<file path="src/hw/rtl/ahe_pkg.sv">
package ahe_pkg;

  localparam int SYMBOL_BITS_DEF = 9;
  localparam int WEIGHT_BITS_DEF = 32;
  localparam int IN_SYMBOL_W     = 9;
  localparam int CODE_W          = 64;
  localparam int CNT_W           = 7;
  localparam int MAX_CHUNKS      = 9;
  localparam int CAP_BITS        = MAX_CHUNKS * CODE_W;
  localparam int EMW             = $clog2(CAP_BITS + 1);

  // per-field write enables of the node store
  typedef struct packed {
    logic weight;
    logic symbol;
    logic left;
    logic right;
    logic parent;
  } ahe_fmask_t;

endpackage

</file>
<file path="src/hw/rtl/ahe_packer.sv">
module ahe_packer (
  input  logic                        clk,
  input  logic                        rst_n,
  input  logic                        bit_vld,
  input  logic                        bit_val,
  input  logic                        bit_last,
  input  logic                        ovf,
  output logic                        out_valid,
  output logic [ahe_pkg::CODE_W-1:0]  out_code_bits,
  output logic [ahe_pkg::CNT_W-1:0]   out_bit_count,
  output logic                        out_last,
  output logic                        out_overflow
);
  import ahe_pkg::*;

  logic [CODE_W-1:0] sh_r, sh_nxt, acc;
  logic [CNT_W-1:0]  cnt_r, cnt_nxt, acnt;
  logic              vld_r, vld_nxt;
  logic [CODE_W-1:0] code_r, code_nxt;
  logic [CNT_W-1:0]  bc_r, bc_nxt;
  logic              last_r, last_nxt;
  logic              ovf_r, ovf_nxt;

  always_comb begin
    acc      = {sh_r[CODE_W-2:0], bit_val};
    acnt     = cnt_r + CNT_W'(1);
    sh_nxt   = sh_r;
    cnt_nxt  = cnt_r;
    vld_nxt  = 1'b0;
    code_nxt = code_r;
    bc_nxt   = bc_r;
    last_nxt = last_r;
    ovf_nxt  = ovf_r;
    if (bit_vld) begin
      if (acnt == CNT_W'(CODE_W) || bit_last) begin
        vld_nxt  = 1'b1;
        code_nxt = acc;
        bc_nxt   = acnt;
        last_nxt = bit_last;
        ovf_nxt  = ovf;
        sh_nxt   = '0;
        cnt_nxt  = '0;
      end else begin
        sh_nxt  = acc;
        cnt_nxt = acnt;
      end
    end
  end

  always_ff @(posedge clk) begin
    if (!rst_n) begin
      sh_r  <= '0;
      cnt_r <= '0;
      vld_r <= 1'b0;
    end else begin
      sh_r  <= sh_nxt;
      cnt_r <= cnt_nxt;
      vld_r <= vld_nxt;
    end
    code_r <= code_nxt;
    bc_r   <= bc_nxt;
    last_r <= last_nxt;
    ovf_r  <= ovf_nxt;
  end

  assign out_valid     = vld_r;
  assign out_code_bits = code_r;
  assign out_bit_count = bc_r;
  assign out_last      = last_r;
  assign out_overflow  = ovf_r;

endmodule

</file>
<file path="config.mk">
export PLATFORM = sky130hd
export DESIGN_NAME = ahe_packer
export DESIGN_NICKNAME = d
export VERILOG_FILES = /design/src/hw/rtl/ahe_pkg.sv /design/src/hw/rtl/ahe_packer.sv
export SDC_FILE = /design/constraint.sdc
export NUM_CORES = 1
export LEC_CHECK = 0
export BUFFER_PORTS_ARGS = -buffer_cell sky130_fd_sc_hd__buf_2
export CORE_ASPECT_RATIO = 0.7
export CORE_MARGIN = 3
export CORE_UTILIZATION = 31
export CTS_CLUSTER_SIZE = 10
export DETAILED_ROUTE_END_ITERATION = 12
export GPL_TIMING_DRIVEN = 0
export PLACE_DENSITY = 0.51
export SKIP_LAST_GASP = 1
export SLEW_MARGIN = 30
export SYNTH_ARGS = -nofsm -noshare
export SYNTH_HDL_FRONTEND = slang
export SYNTH_SLANG_ARGS = --single-unit
</file>
<file path="constraint.sdc">
create_clock -name clk -period 10.4 [get_ports clk]
set_clock_uncertainty 0.15 [all_clocks]
set_input_delay 0.52 -clock clk [delete_from_list [all_inputs] [get_ports clk]]
set_output_delay 0.52 -clock clk [all_outputs]
set_load 0.01 [all_outputs]
</file>
After elaboration in Yosys (flattened, before gate mapping)
Cells that the tools add are included.
- reduce and logical (&&, ||, !) cells: 3
- equality and inequality tests: 1
- add/sub/neg operators: 1
- muxes and demuxes: 3
- operators with widths (operator ; number):
    2-to-1 mux 63 bit ; 1
    adder 7 x 1 -> 7 bit, second input constant ; 1
    equality test 7 bit, second input constant ; 1
    2-to-1 mux 7 bit ; 1
    AND reduction 2 bit ; 2
    logical OR 1 bit ; 1
    2-to-1 mux 1 bit ; 1
- input bits: 6
- output and inout bits: 74
- logic and storage cells: 15
- register bits after elaboration: 144

Logic depth before layout (Yosys ltp)
Gate-level depths: netlist of the first run.
- depth after elaboration: 4
- depth in mapped cells: 7
- depth with buffers taken out: 5

Worst setup path before layout of the first run
No wires, ideal clock.
- kind: reg-to-reg
- from: register cnt_r[0]
- to: register bc_r[0] (netlist: out_bit_count[0]), enable pin
- setup slack: 6830 ps
- cell stages (with the launch flop): 7
- data arrival time: 2984 ps
- path buffers: 2
- library setup time: 437 ps
- data required time: 9813 ps
- path through: dfxtp_1 > ha_1 > o211ai_1 > and4bb_1 > buf_6 > buf_6 > o21a_1
- word-level cells in the longest chain between the ends: 4
- ends and longest elaborated chain (element ; RTL line ; source):
    from (decl) ; ahe_packer.sv:17 ; logic [CNT_W-1:0] cnt_r, cnt_nxt, acnt;
    from (signal assigned) ; ahe_packer.sv:57 ; cnt_r <= cnt_nxt;
    adder 7 x 1 -> 7 bit ; ahe_packer.sv:26 ; acnt = cnt_r + CNT_W'(1);
    equality test 7 bit ; ahe_packer.sv:35 ; if (acnt == CNT_W'(CODE_W) || bit_last) begin
    logical OR 1 bit ; ahe_packer.sv:35 ;
    AND reduction 2 bit (no line) ; - ;
    to (signal assigned) ; ahe_packer.sv:61 ; bc_r <= bc_nxt;
    to (decl) ; ahe_packer.sv:20 ; logic [CNT_W-1:0] bc_r, bc_nxt;
Every way passes these cells.
A chain may end at the register's enable or synchronous reset.

Final worst setup path of the first run
- from: register cnt_r[0]
- to: register code_r[22] (netlist: out_code_bits[22]), enable pin
- word-level cells in the longest chain between the ends: 4
- ends and longest elaborated chain (element ; RTL line ; source):
    adder 7 x 1 -> 7 bit ; ahe_packer.sv:26 ;
    equality test 7 bit ; ahe_packer.sv:35 ;
    logical OR 1 bit ; ahe_packer.sv:35 ;
    AND reduction 2 bit (no line) ; - ;
    to (signal assigned) ; ahe_packer.sv:60 ; code_r <= code_nxt;
    to (decl) ; ahe_packer.sv:19 ; logic [CODE_W-1:0] code_r, code_nxt;
Every way passes these cells.

==> impl_metrics.py, run 1 <==
metrics = {
    "critical_path": {
        "cp_top_family": "compound AO/OA/AOI/OAI gates",
        "crit_arrival_ns": 2.82,
        "cp_slowest_cell": "o21a_4",
        "critPathMaxStageDelay_ns": 0.53,
        "cp-end-kind": "flip-flop",
        "worstSetupPathType": "flip-flop to flip-flop",
        "cp_num_buf_inv": 3,
        "worst-path-stages": 7,
        "startpoint_type": "flip-flop",
        "crit_fanout": 43,
        "cp_data_required_time_ns": 10.35,
        "rr_worst_depth": 7,
        "reg2reg_to": "out_code_bits[22]",
        "cp_common_cell": "buf_6",
        "worst-r2r-setup-slack_ns": 7.53,
        "r2r-start": "cnt_r[0]",
        "crit_chain": "nand3_2 -> o21ai_0 -> and4bb_1 -> buf_6 -> buf_6 -> o21a_4 -> buf_12",
        "crit_start": "cnt_r[0]",
        "endpoint": "out_code_bits[22]",
    },
    "logic_synthesis": {
        "yosys.area.top_type": "edfxtp_1",
        "synth_mux_area_share_pct": 0.7756,
        "synth-edff-count": 73,
        "synth_top_area_share_pct": 42.46,
        "synth-main-ff-cell": "edfxtp_1",
        "synth_area_leaders": "edfxtp_1 42%, dfxtp_1 28%, o21ai_2 6.8%",
        "synth_top_family_by_area": "simple AND/OR/NAND/NOR gates",
        "ys_seq_area_share_pct": 70.00,
        "synth.most_common_cell": "edfxtp_1",
        "synth_commonest_cells": "73 x edfxtp_1, 71 x dfxtp_1, 62 x nand2_1, 62 x nand3_1, 40 x o21ai_2",
        "syn_area_per_cell_um2": 12.50,
        "ys_warn_count": 0,
        "yosys.cell_types.count": 35,
        "yosys.area_share.simple_pct": 13.21,
        "syn-num-nets": 420,
        "syn_area_um2": 5162,
        "yosys.area_share.xor_xnor_pct": 1.188,
        "synth_compound_area_share_pct": 11.12,
        "netlist_instances": 413,
        "ys_async_sr_fraction_pct": 0,
        "synth_fa_ha_area_share_pct": 0.2424,
        "ys_seq_elements": 144,
    },
    "clocking": {
        "cts_root_buf": "clkbuf_16",
        "ctsHoldBuffers": 0,
        "cts_tree": "done",
        "cts_buffer_depth": 2,
        "clkSinkCount": 144,
        "insertion_delay_ns": 0.41,
        "cts_resized": 0,
        "clk_pin_slew_ns": 0.06,
        "cts_inserted_buffers": 17,
        "cts_setup_buffers": 0,
        "cts_max_level": 4,
    },
    "global_route": {
        "grt_use_total_pct": 11.95,
        "grt_pass1_wl_um": 17020,
        "grt_max_degree": 44,
        "grt_overflow": 0,
        "first_global_vias": 3279,
        "antenna_found_initial": 0,
    },
    "cells_and_area": {
        "drive_above_1_share_pct": 31.05,
        "area_growth_pct": 24.82,
        "fin_nets": 519,
        "final_cells": 745,
        "n_fill_cell": 1537,
        "antenna_cells": 0,
    },
    "worst_hold_path": {
        "hold_path_class": "primary input to flip-flop",
    },
    "die": {
        "fp.dieArea_um2": 18260,
        "die_x_um": 160.2,
        "rows": 38,
        "start_util_pct": 32.51,
        "io_pins": 80,
        "coreArea_um2": 15880,
        "die_h_um": 114.0,
    },
    "sta": {
        "period_minus_slack_ns": 2.869,
        "fin_tns_setup_ns": 0,
        "fmax_mhz": 348.6,
        "setup_violations": 0,
        "final-hold-violation-count": 0,
        "tightest_slew_ns": 0.7200,
        "min_period_over_period_pct": 27.58,
        "setup_slack_ns": 7.531,
        "grt_setup_unrepaired": "false",
        "maxSlewViolCount": 0,
        "relSlewSlack_pct": 51.48,
    },
    "pwr": {
        "ir_drop_mv": 0.1000,
        "power.density_nw_per_um2": 192.7,
        "p_leak_nw": 2.463,
    },
    "placed_design": {
        "gp_congestion": 0.7276,
        "io_buffers": 79,
        "hpwl_um": 7057,
        "placed_cells": 713,
        "dp_worst_setup_slack_ns": 7.493,
    },
    "run_status": {
        "run_status": "complete, no violations",
    },
    "detailed_routing": {
        "post_drt_via_cell_ratio": 4.526,
        "dr_total_vias": 3372,
        "wire_per_inst_um": 14.42,
        "drcViolationCount": 0,
        "first_iter_violations": 108,
        "antenna_left": 0,
        "first_pass_iters": 4,
        "routed_wl_um": 10740,
    },
    "flow_run": {
        "cap_violations": 0,
    },
}
how the worst min path moves through the flow:
| stage | startpoint | endpoint | slack, ns | depth (start not counted) |
|---|---|---|---|---|
| 3_5_place_dp | sh_r[62] | out_code_bits[63] | 0.29 | 0 |
| 5_1_grt | ovf | out_overflow | 0.12 | 1 |
| 4_1_cts | ovf | out_overflow | 0.11 | 1 |
| 2_1_floorplan | sh_r[62] | out_code_bits[63] | 0.26 | 0 |
| 3_3_place_gp | sh_r[62] | out_code_bits[63] | 0.27 | 0 |
| 6_report | ovf | out_overflow | 0.14 | 1 |
worst register-to-register path, stage by stage (launching register included):
cell,delay [ns]
dfxtp_1,0.47
nand3_2,0.19
o21ai_0,0.33
and4bb_1,0.25
buf_6,0.16
buf_6,0.15
o21a_4,0.53
buf_12,0.29
layout by cell type, fill, tap and decap left out, types with 2 or more instances in the layout:
cell type,instances
clkbuf_16,17
xnor2_1,3
nor2_1,7
a21oi_1,2
edfxtp_1,73
mux2i_1,4
o21ai_1,19
clkinv_2,2
o21ai_2,40
a22oi_1,2
and3_1,2
o21ai_0,5
o21a_1,2
nand3_1,62
buf_6,7
nor2b_1,6
buf_2,81
xor2_1,4
clkinvlp_4,5
inv_6,4
clkbuf_1,24
bufinv_16,2
dfxtp_1,71
nand2_1,62
layout make-up:
type                    instances  area (um2)  share of cell area, %
plain buffers                  32       175.2                  2.718
clock buffers                  18       429.2                  6.660
clock inverters                14       153.9                  2.388
inverters                       1       3.754                0.05825
multi-input cells             236        1378                  21.38
flip-flops and latches        144        3613                  56.08
well taps                     220       275.3                  4.272
repair buffers                 80       415.4                  6.447
flip-flops by register name, summed over array words and instances (netlist names):
register	cells
out_overflow	1
sh_r	63
out_last	1
cnt_r	7
out_valid	1
out_bit_count	7
out_code_bits	64
metrics by stage:
step           power [mW]  cell area (um2)  utilization [%]  hold slack [ns]
2_1_floorplan      0.6401             5162                -           0.2576
3_3_place_gp       0.6567             5833            36.73           0.2664
3_5_place_dp       0.6573             5861            36.91           0.2877
4_1_cts             1.260             6444            40.58           0.1115
5_1_grt             1.286             6444            40.58           0.1172
6_report            1.242             6444            40.58           0.1362
layer usage:
metal,GRT usage (%),wire length (um),vias to the layer above
met2,17.05,4478,89
met4,3.642,93,0
met3,3.956,604,9
met1,17.23,5565,1592
met5,0,0,-
li1,-,-,1682
logic make-up (layout without fill, tap and decap cells):
| logic type | after synthesis | after routing |
|---|---|---|
| XOR/XNOR | 7 | 7 |
| AO/OA/AOI/OAI | 77 | 77 |
| AND/OR/NAND/NOR | 147 | 147 |
| buffers and inverters | 33 | 145 |
| flip-flops | 144 | 144 |
| adder cells (fa/ha/maj) | 1 | 1 |
| multiplexers | 4 | 4 |
power breakdown:
part / leakage [nW] / switching [mW] / internal (mW) / total (mW)
logic: 0.865 / 0.0282 / 0.0106 / 0.0388
registers: 1.33 / 0.00303 / 0.602 / 0.605
clock network: 0.272 / 0.241 / 0.357 / 0.597
total: 2.46 / 0.272 / 0.970 / 1.24
Note: power is estimated with default switching activity, not from simulation.
==> inputs of run 2 (changes only) <==
ABC_AREA = 1   (was unset)
PLACE_DENSITY = 0.53   (was 0.51)
clock period = 2.55 ns   (was 10.4 ns; I/O delays follow)
==> impl_metrics.py, run 2 <==
metrics = {
    "detailed_routing": {
        "dr_total_vias": 3375,
        "routed_wl_um": 10700,
        "wire_per_inst_um": 14.54,
        "antenna_left": 0,
        "first_pass_iters": 5,
        "first_iter_violations": 212,
        "post_drt_via_cell_ratio": 4.586,
        "drcViolationCount": 0,
    },
    "logic_synthesis": {
        "synth_area_leaders": "edfxtp_1 44%, dfxtp_1 28%, a21oi_1 6.2%",
        "ys_seq_elements": 144,
        "synth-edff-count": 73,
        "netlist_instances": 417,
        "synth-main-ff-cell": "edfxtp_1",
        "synth_top_area_share_pct": 43.60,
        "syn_area_um2": 5027,
        "yosys.area.top_type": "edfxtp_1",
        "ys_async_sr_fraction_pct": 0,
        "ys_seq_area_share_pct": 71.88,
        "ys_warn_count": 0,
        "syn_area_per_cell_um2": 12.06,
        "synth_commonest_cells": "74 x nand2_1, 73 x edfxtp_1, 71 x dfxtp_1, 62 x a21oi_1, 52 x nand3_1",
        "synth.most_common_cell": "nand2_1",
        "yosys.cell_types.count": 24,
        "syn-num-nets": 424,
    },
    "global_route": {
        "grt_use_total_pct": 12.23,
        "antenna_found_initial": 0,
        "grt_max_degree": 31,
        "grt_overflow": 0,
        "first_global_vias": 3230,
        "grt_pass1_wl_um": 16880,
    },
    "die": {
        "rows": 38,
        "io_pins": 80,
        "coreArea_um2": 15690,
        "die_x_um": 158.2,
        "start_util_pct": 32.04,
        "die_h_um": 112.5,
        "fp.dieArea_um2": 17810,
    },
    "sta": {
        "final-hold-violation-count": 0,
        "fmax_mhz": 427.8,
        "grt_setup_unrepaired": "false",
        "setup_slack_ns": 0.2122,
        "relSlewSlack_pct": 52.52,
        "maxSlewViolCount": 0,
        "tightest_slew_ns": 0.7095,
        "min_period_over_period_pct": 91.68,
        "setup_violations": 0,
        "period_minus_slack_ns": 2.338,
    },
    "cells_and_area": {
        "area_growth_pct": 27.38,
        "final_cell_mix": "81 x buf_2, 74 x nand2_1, 73 x edfxtp_1",
        "drive_above_1_share_pct": 28.73,
        "fin_nets": 530,
        "post-route-util_pct": 40.81,
        "antenna_cells": 0,
        "largest_reg_flops": 64,
        "mostFrequentLayoutCell": "buf_2",
        "final_area_um2": 6404,
    },
    "clocking": {
        "cts_tree": "done",
        "clkSinkCount": 144,
        "cts_inserted_buffers": 17,
        "insertion_delay_ns": 0.40,
        "cts_buffer_depth": 2,
        "cts_max_level": 4,
        "clk_pin_slew_ns": 0.06,
        "cts_root_buf": "clkbuf_16",
        "cts_resized": 0,
    },
    "pwr": {
        "ir_drop_mv": 0.4064,
        "power_mw": 5.185,
        "power.density_nw_per_um2": 809.7,
        "p_leak_nw": 2.308,
    },
    "critical_path": {
        "cp_slowest_cell": "clkinvlp_2",
        "worstSetupPathType": "flip-flop to flip-flop",
        "cp_data_required_time_ns": 2.37,
        "crit_fanout": 10,
        "startpoint_type": "flip-flop",
        "cp_num_buf_inv": 1,
        "r2r-start": "cnt_r[1]",
        "crit_arrival_ns": 2.16,
        "crit_chain": "ha_4 -> nand2_2 -> nor2_2 -> nand3_1 -> nand2_2 -> nor2_4 -> nand2_8 -> nand2_4 -> nand2_4 -> clkinvlp_2",
        "cp-end-kind": "flip-flop",
        "critPathMaxStageDelay_ns": 0.50,
        "cp_top_family": "simple AND/OR/NAND/NOR gates",
        "crit_start": "cnt_r[1]",
    },
    "placed_design": {
        "dpl_cell_area_um2": 5749,
        "hpwl_um": 7002,
        "io_buffers": 79,
        "dp_worst_setup_slack_ns": -0.005023,
        "gp_congestion": 0.7465,
    },
    "run_status": {
        "run_status": "complete, no violations",
    },
    "worst_hold_path": {
        "min_from": "bit_vld",
        "hold_path_class": "primary input to flip-flop",
    },
    "flow_run": {
        "cap_violations": 0,
    },
}
-- run 2: changes by cell type in the layout (fill, tap and decap cells not counted), sizes merged, moves of 6 or more --
cell   previous run  this run
a21oi             2        62
inv               6        12
nand2            62        81
nor2              7        16
nor2b             6         0
o21ai            64         5
-- run 2: worst paths after layout --
check,endpoint,slack (ns),cells past startpoint
worst max-delay path,out_code_bits[40],0.21,10
worst min-delay path,sh_r[50],0.14,5
worst min register to register,out_code_bits[63],0.29,0
worst max register to register,out_code_bits[40],0.21,10
-- run 2: per-layer routing --
metal | up-vias | global-route usage (%) | routed length, um
met3 | 5 | 4.855 | 711
met1 | 1613 | 16.75 | 5234
met5 | - | 0 | 0
met4 | 0 | 2.980 | 46
met2 | 96 | 18.27 | 4707
li1 | 1661 | - | -
-- run 2: area by class of cell --
class                           instances  area (um2)
Buffer                                 26       145.1
Clock buffer                           23       467.9
Clock inverter                          9       133.9
Fill cell                            1511        9286
Inverter                               13       52.55
Multi-Input combinational cell        234        1240
Sequential cell                       144        3618
Tap cell                              200       250.2
Timing Repair Buffer                   86       490.5
Timing Repair inverter                  1       5.005
-- run 2: timing repair --
item                                    in CTS  in global routing
hold endpoints to repair                    14                  0
pin swaps                                    0                  0
hold buffers                                 4                  0
cloned                                       1                  0
endpoints found under the setup margin      30                 30
buffers inserted                             0                  1
-- run 2: kinds of logic (layout without fill, tap and decap cells) --
family,after synthesis,after routing,synth area share [%]
simple gates,160,160,16.20
fa+ha+maj,1,1,0.2488
flops,144,144,71.88
buf+inv,39,158,3.858
xor+xnor,2,2,0.3485
compound gates,67,67,6.670
mux,4,4,0.7964
-- run 2: report_power, final --
group          leakage [nW]  switching (mW)  total (mW)  internal (mW)
sequential             1.29          0.0161        2.48           2.47
clock                 0.291           0.908        2.50           1.59
combinational         0.726           0.137       0.199         0.0623
total                  2.31            1.06        5.18           4.12
-- run 2: through the flow --
stage                     hold WS (ns)  std cells  setup TNS (ns)
after global placement          0.1628        696          -59.51
final                           0.1385        736               0
after global routing            0.1908        736               0
after floorplan                0.07637        417          -11.99
after detailed placement        0.1630        698         -0.1034
after CTS                       0.1442        735               0
-- run 2: tightest hold or removal path: cells and delay by family --
kind            cells  cell delay (ns)
buf+inv             2             0.16
simple gates        2             0.29
compound gates      1             0.05
==> inputs of run 3 (changes only) <==
PLACE_DENSITY = 0.51   (was 0.53)
clock period = 2.78 ns   (was 2.55 ns; I/O delays follow)
==> impl_metrics.py, run 3 (same netlist as run 2, synthesis figures left out) <==
metrics = {
    "run_status": {
        "run_status": "complete, no violations",
    },
    "detailed_routing": {
        "first_pass_iters": 4,
        "dr_total_vias": 3346,
        "drcViolationCount": 0,
        "wire_per_inst_um": 14.09,
        "first_iter_violations": 207,
        "routed_wl_um": 10340,
        "post_drt_via_cell_ratio": 4.559,
        "antenna_left": 0,
    },
    "critical_path": {
        "crit_arrival_ns": 2.36,
        "r2r-start": "cnt_r[0]",
        "rr_worst_depth": 12,
        "crit_fanout": 33,
        "cp-end-kind": "flip-flop",
        "worst-r2r-setup-slack_ns": 0.38,
        "reg2reg_to": "out_code_bits[12]",
        "worstSetupPathType": "flip-flop to flip-flop",
        "startpoint_type": "flip-flop",
        "cp_data_required_time_ns": 2.74,
    },
    "pwr": {
        "clockPowerShare_pct": 45.1,
        "swShare_pct": 21.96,
        "intPower_mw": 3.494,
        "power_frac_comb_pct": 3.9,
        "p_sw_mw": 0.9832,
        "p_seq_share_pct": 50.9,
        "power.density_nw_per_um2": 710.4,
        "ir_drop_mv": 0.2378,
        "p_leak_nw": 2.261,
    },
    "cells_and_area": {
        "fin_nets": 528,
        "antenna_cells": 0,
        "area_growth_pct": 25.36,
        "drive_above_1_share_pct": 28.46,
        "final_cell_mix": "81 x buf_2, 74 x nand2_1, 73 x edfxtp_1",
        "largest_reg_flops": 64,
        "mostFrequentLayoutCell": "buf_2",
    },
    "sta": {
        "relSlewSlack_pct": 55.34,
        "tightest_slew_ns": 0.6674,
        "fin_tns_setup_ns": 0,
        "fmax_mhz": 416.3,
        "maxSlewViolCount": 0,
        "min_period_over_period_pct": 86.41,
        "setup_violations": 0,
        "period_minus_slack_ns": 2.402,
        "setup_slack_ns": 0.3779,
        "grt_setup_unrepaired": "false",
        "final-hold-violation-count": 0,
    },
    "die": {
        "rows": 38,
        "coreArea_um2": 15690,
        "die_h_um": 112.5,
        "start_util_pct": 32.04,
        "die_x_um": 158.2,
        "io_pins": 80,
        "fp.dieArea_um2": 17810,
    },
    "flow_run": {
        "cap_violations": 0,
    },
    "global_route": {
        "grt_pass1_wl_um": 16420,
        "grt_use_total_pct": 12.17,
        "grt_max_degree": 34,
        "grt_overflow": 0,
        "antenna_found_initial": 0,
        "first_global_vias": 3124,
    },
    "worst_hold_path": {
        "hold_path_class": "primary input to flip-flop",
        "min_from": "bit_vld",
        "min_to": "sh_r[50]",
        "hold_path_depth": 5,
    },
    "clocking": {
        "cts_inserted_buffers": 17,
        "cts_max_level": 4,
        "clk_pin_slew_ns": 0.06,
        "cts_buffer_depth": 2,
        "clkSinkCount": 144,
        "insertion_delay_ns": 0.42,
        "cts_tree": "done",
        "cts_resized": 0,
        "cts_root_buf": "clkbuf_16",
    },
    "placed_design": {
        "gp_congestion": 0.7637,
        "io_buffers": 79,
        "hpwl_um": 6855,
        "dp_worst_setup_slack_ns": 0.3788,
    },
}
==> run 3: worst max-delay path, stage by stage (launching register included) <==
cell        delay [ns]
dfxtp_2           0.39
ha_4              0.16
nand2_2           0.06
inv_2             0.08
nand2_1           0.05
nand2_1           0.07
nand2_1           0.06
nor2_2            0.23
nand2_8           0.12
nand2_2           0.09
nand2_4           0.08
clkinvlp_4        0.28
buf_12            0.24
==> run 3: metrics by stage <==
stage               hold slack [ns]  total power [mW]  std cells  util (%)  area (um2)
floorplan                   0.08787             2.427        417         -        5049
global placement             0.1685             2.493        696     36.29        5694
detailed placement           0.1696             2.501        698     36.55        5734
CTS                          0.1125             4.538        734     40.17        6302
global route                 0.1415             4.664        734     40.17        6302
finish                       0.1169             4.477        734     40.17        6302
==> run 3: per-layer routing <==
layer	up-vias	wire length, um	GRT usage [%]
met5	-	0	0
met4	0	160	4.642
met3	14	769	5.780
met2	98	4113	15.61
met1	1574	5300	17.57
li1	1660	-	-
==> run 3: power by group through the flow <==
stage / logic (mW) / clock network [mW] / registers, mW
floorplan: 0.0833 / 0 / 2.34
CTS: 0.181 / 2.08 / 2.28
detailed placement: 0.176 / 0 / 2.32
finish: 0.177 / 2.02 / 2.28
global placement: 0.166 / 0 / 2.33
global route: 0.196 / 2.19 / 2.28
==> run 3: worst max-delay path by stage <==
stage / from / endpoint / slack (ns) / cells after the start
final: cnt_r[0] / out_code_bits[12] / 0.38 / 12
after global routing: cnt_r[0] / out_code_bits[12] / 0.21 / 12
after CTS: cnt_r[0] / out_code_bits[12] / 0.35 / 12
after detailed placement: cnt_r[0] / out_overflow / 0.38 / 12
after global placement: cnt_r[2] / out_code_bits[15] / -0.58 / 7
after floorplan: cnt_r[0] / out_bit_count[0] / 0.03 / 10
==> run 3: cell type report <==
class | instances | area, um2
fillers | 1514 | 9388
flip-flops and latches | 144 | 3616
multi-input cells | 234 | 1235
repair buffers | 85 | 475.5
clock buffers | 21 | 460.4
well taps | 200 | 250.2
plain buffers | 26 | 145.1
clock inverters | 11 | 67.56
inverters | 13 | 52.55
==> run 3: timing repair <==
item / CTS / global route
hold buffers: 4 / 0
buffers inserted: 0 / 0
hold endpoints to repair: 13 / 0
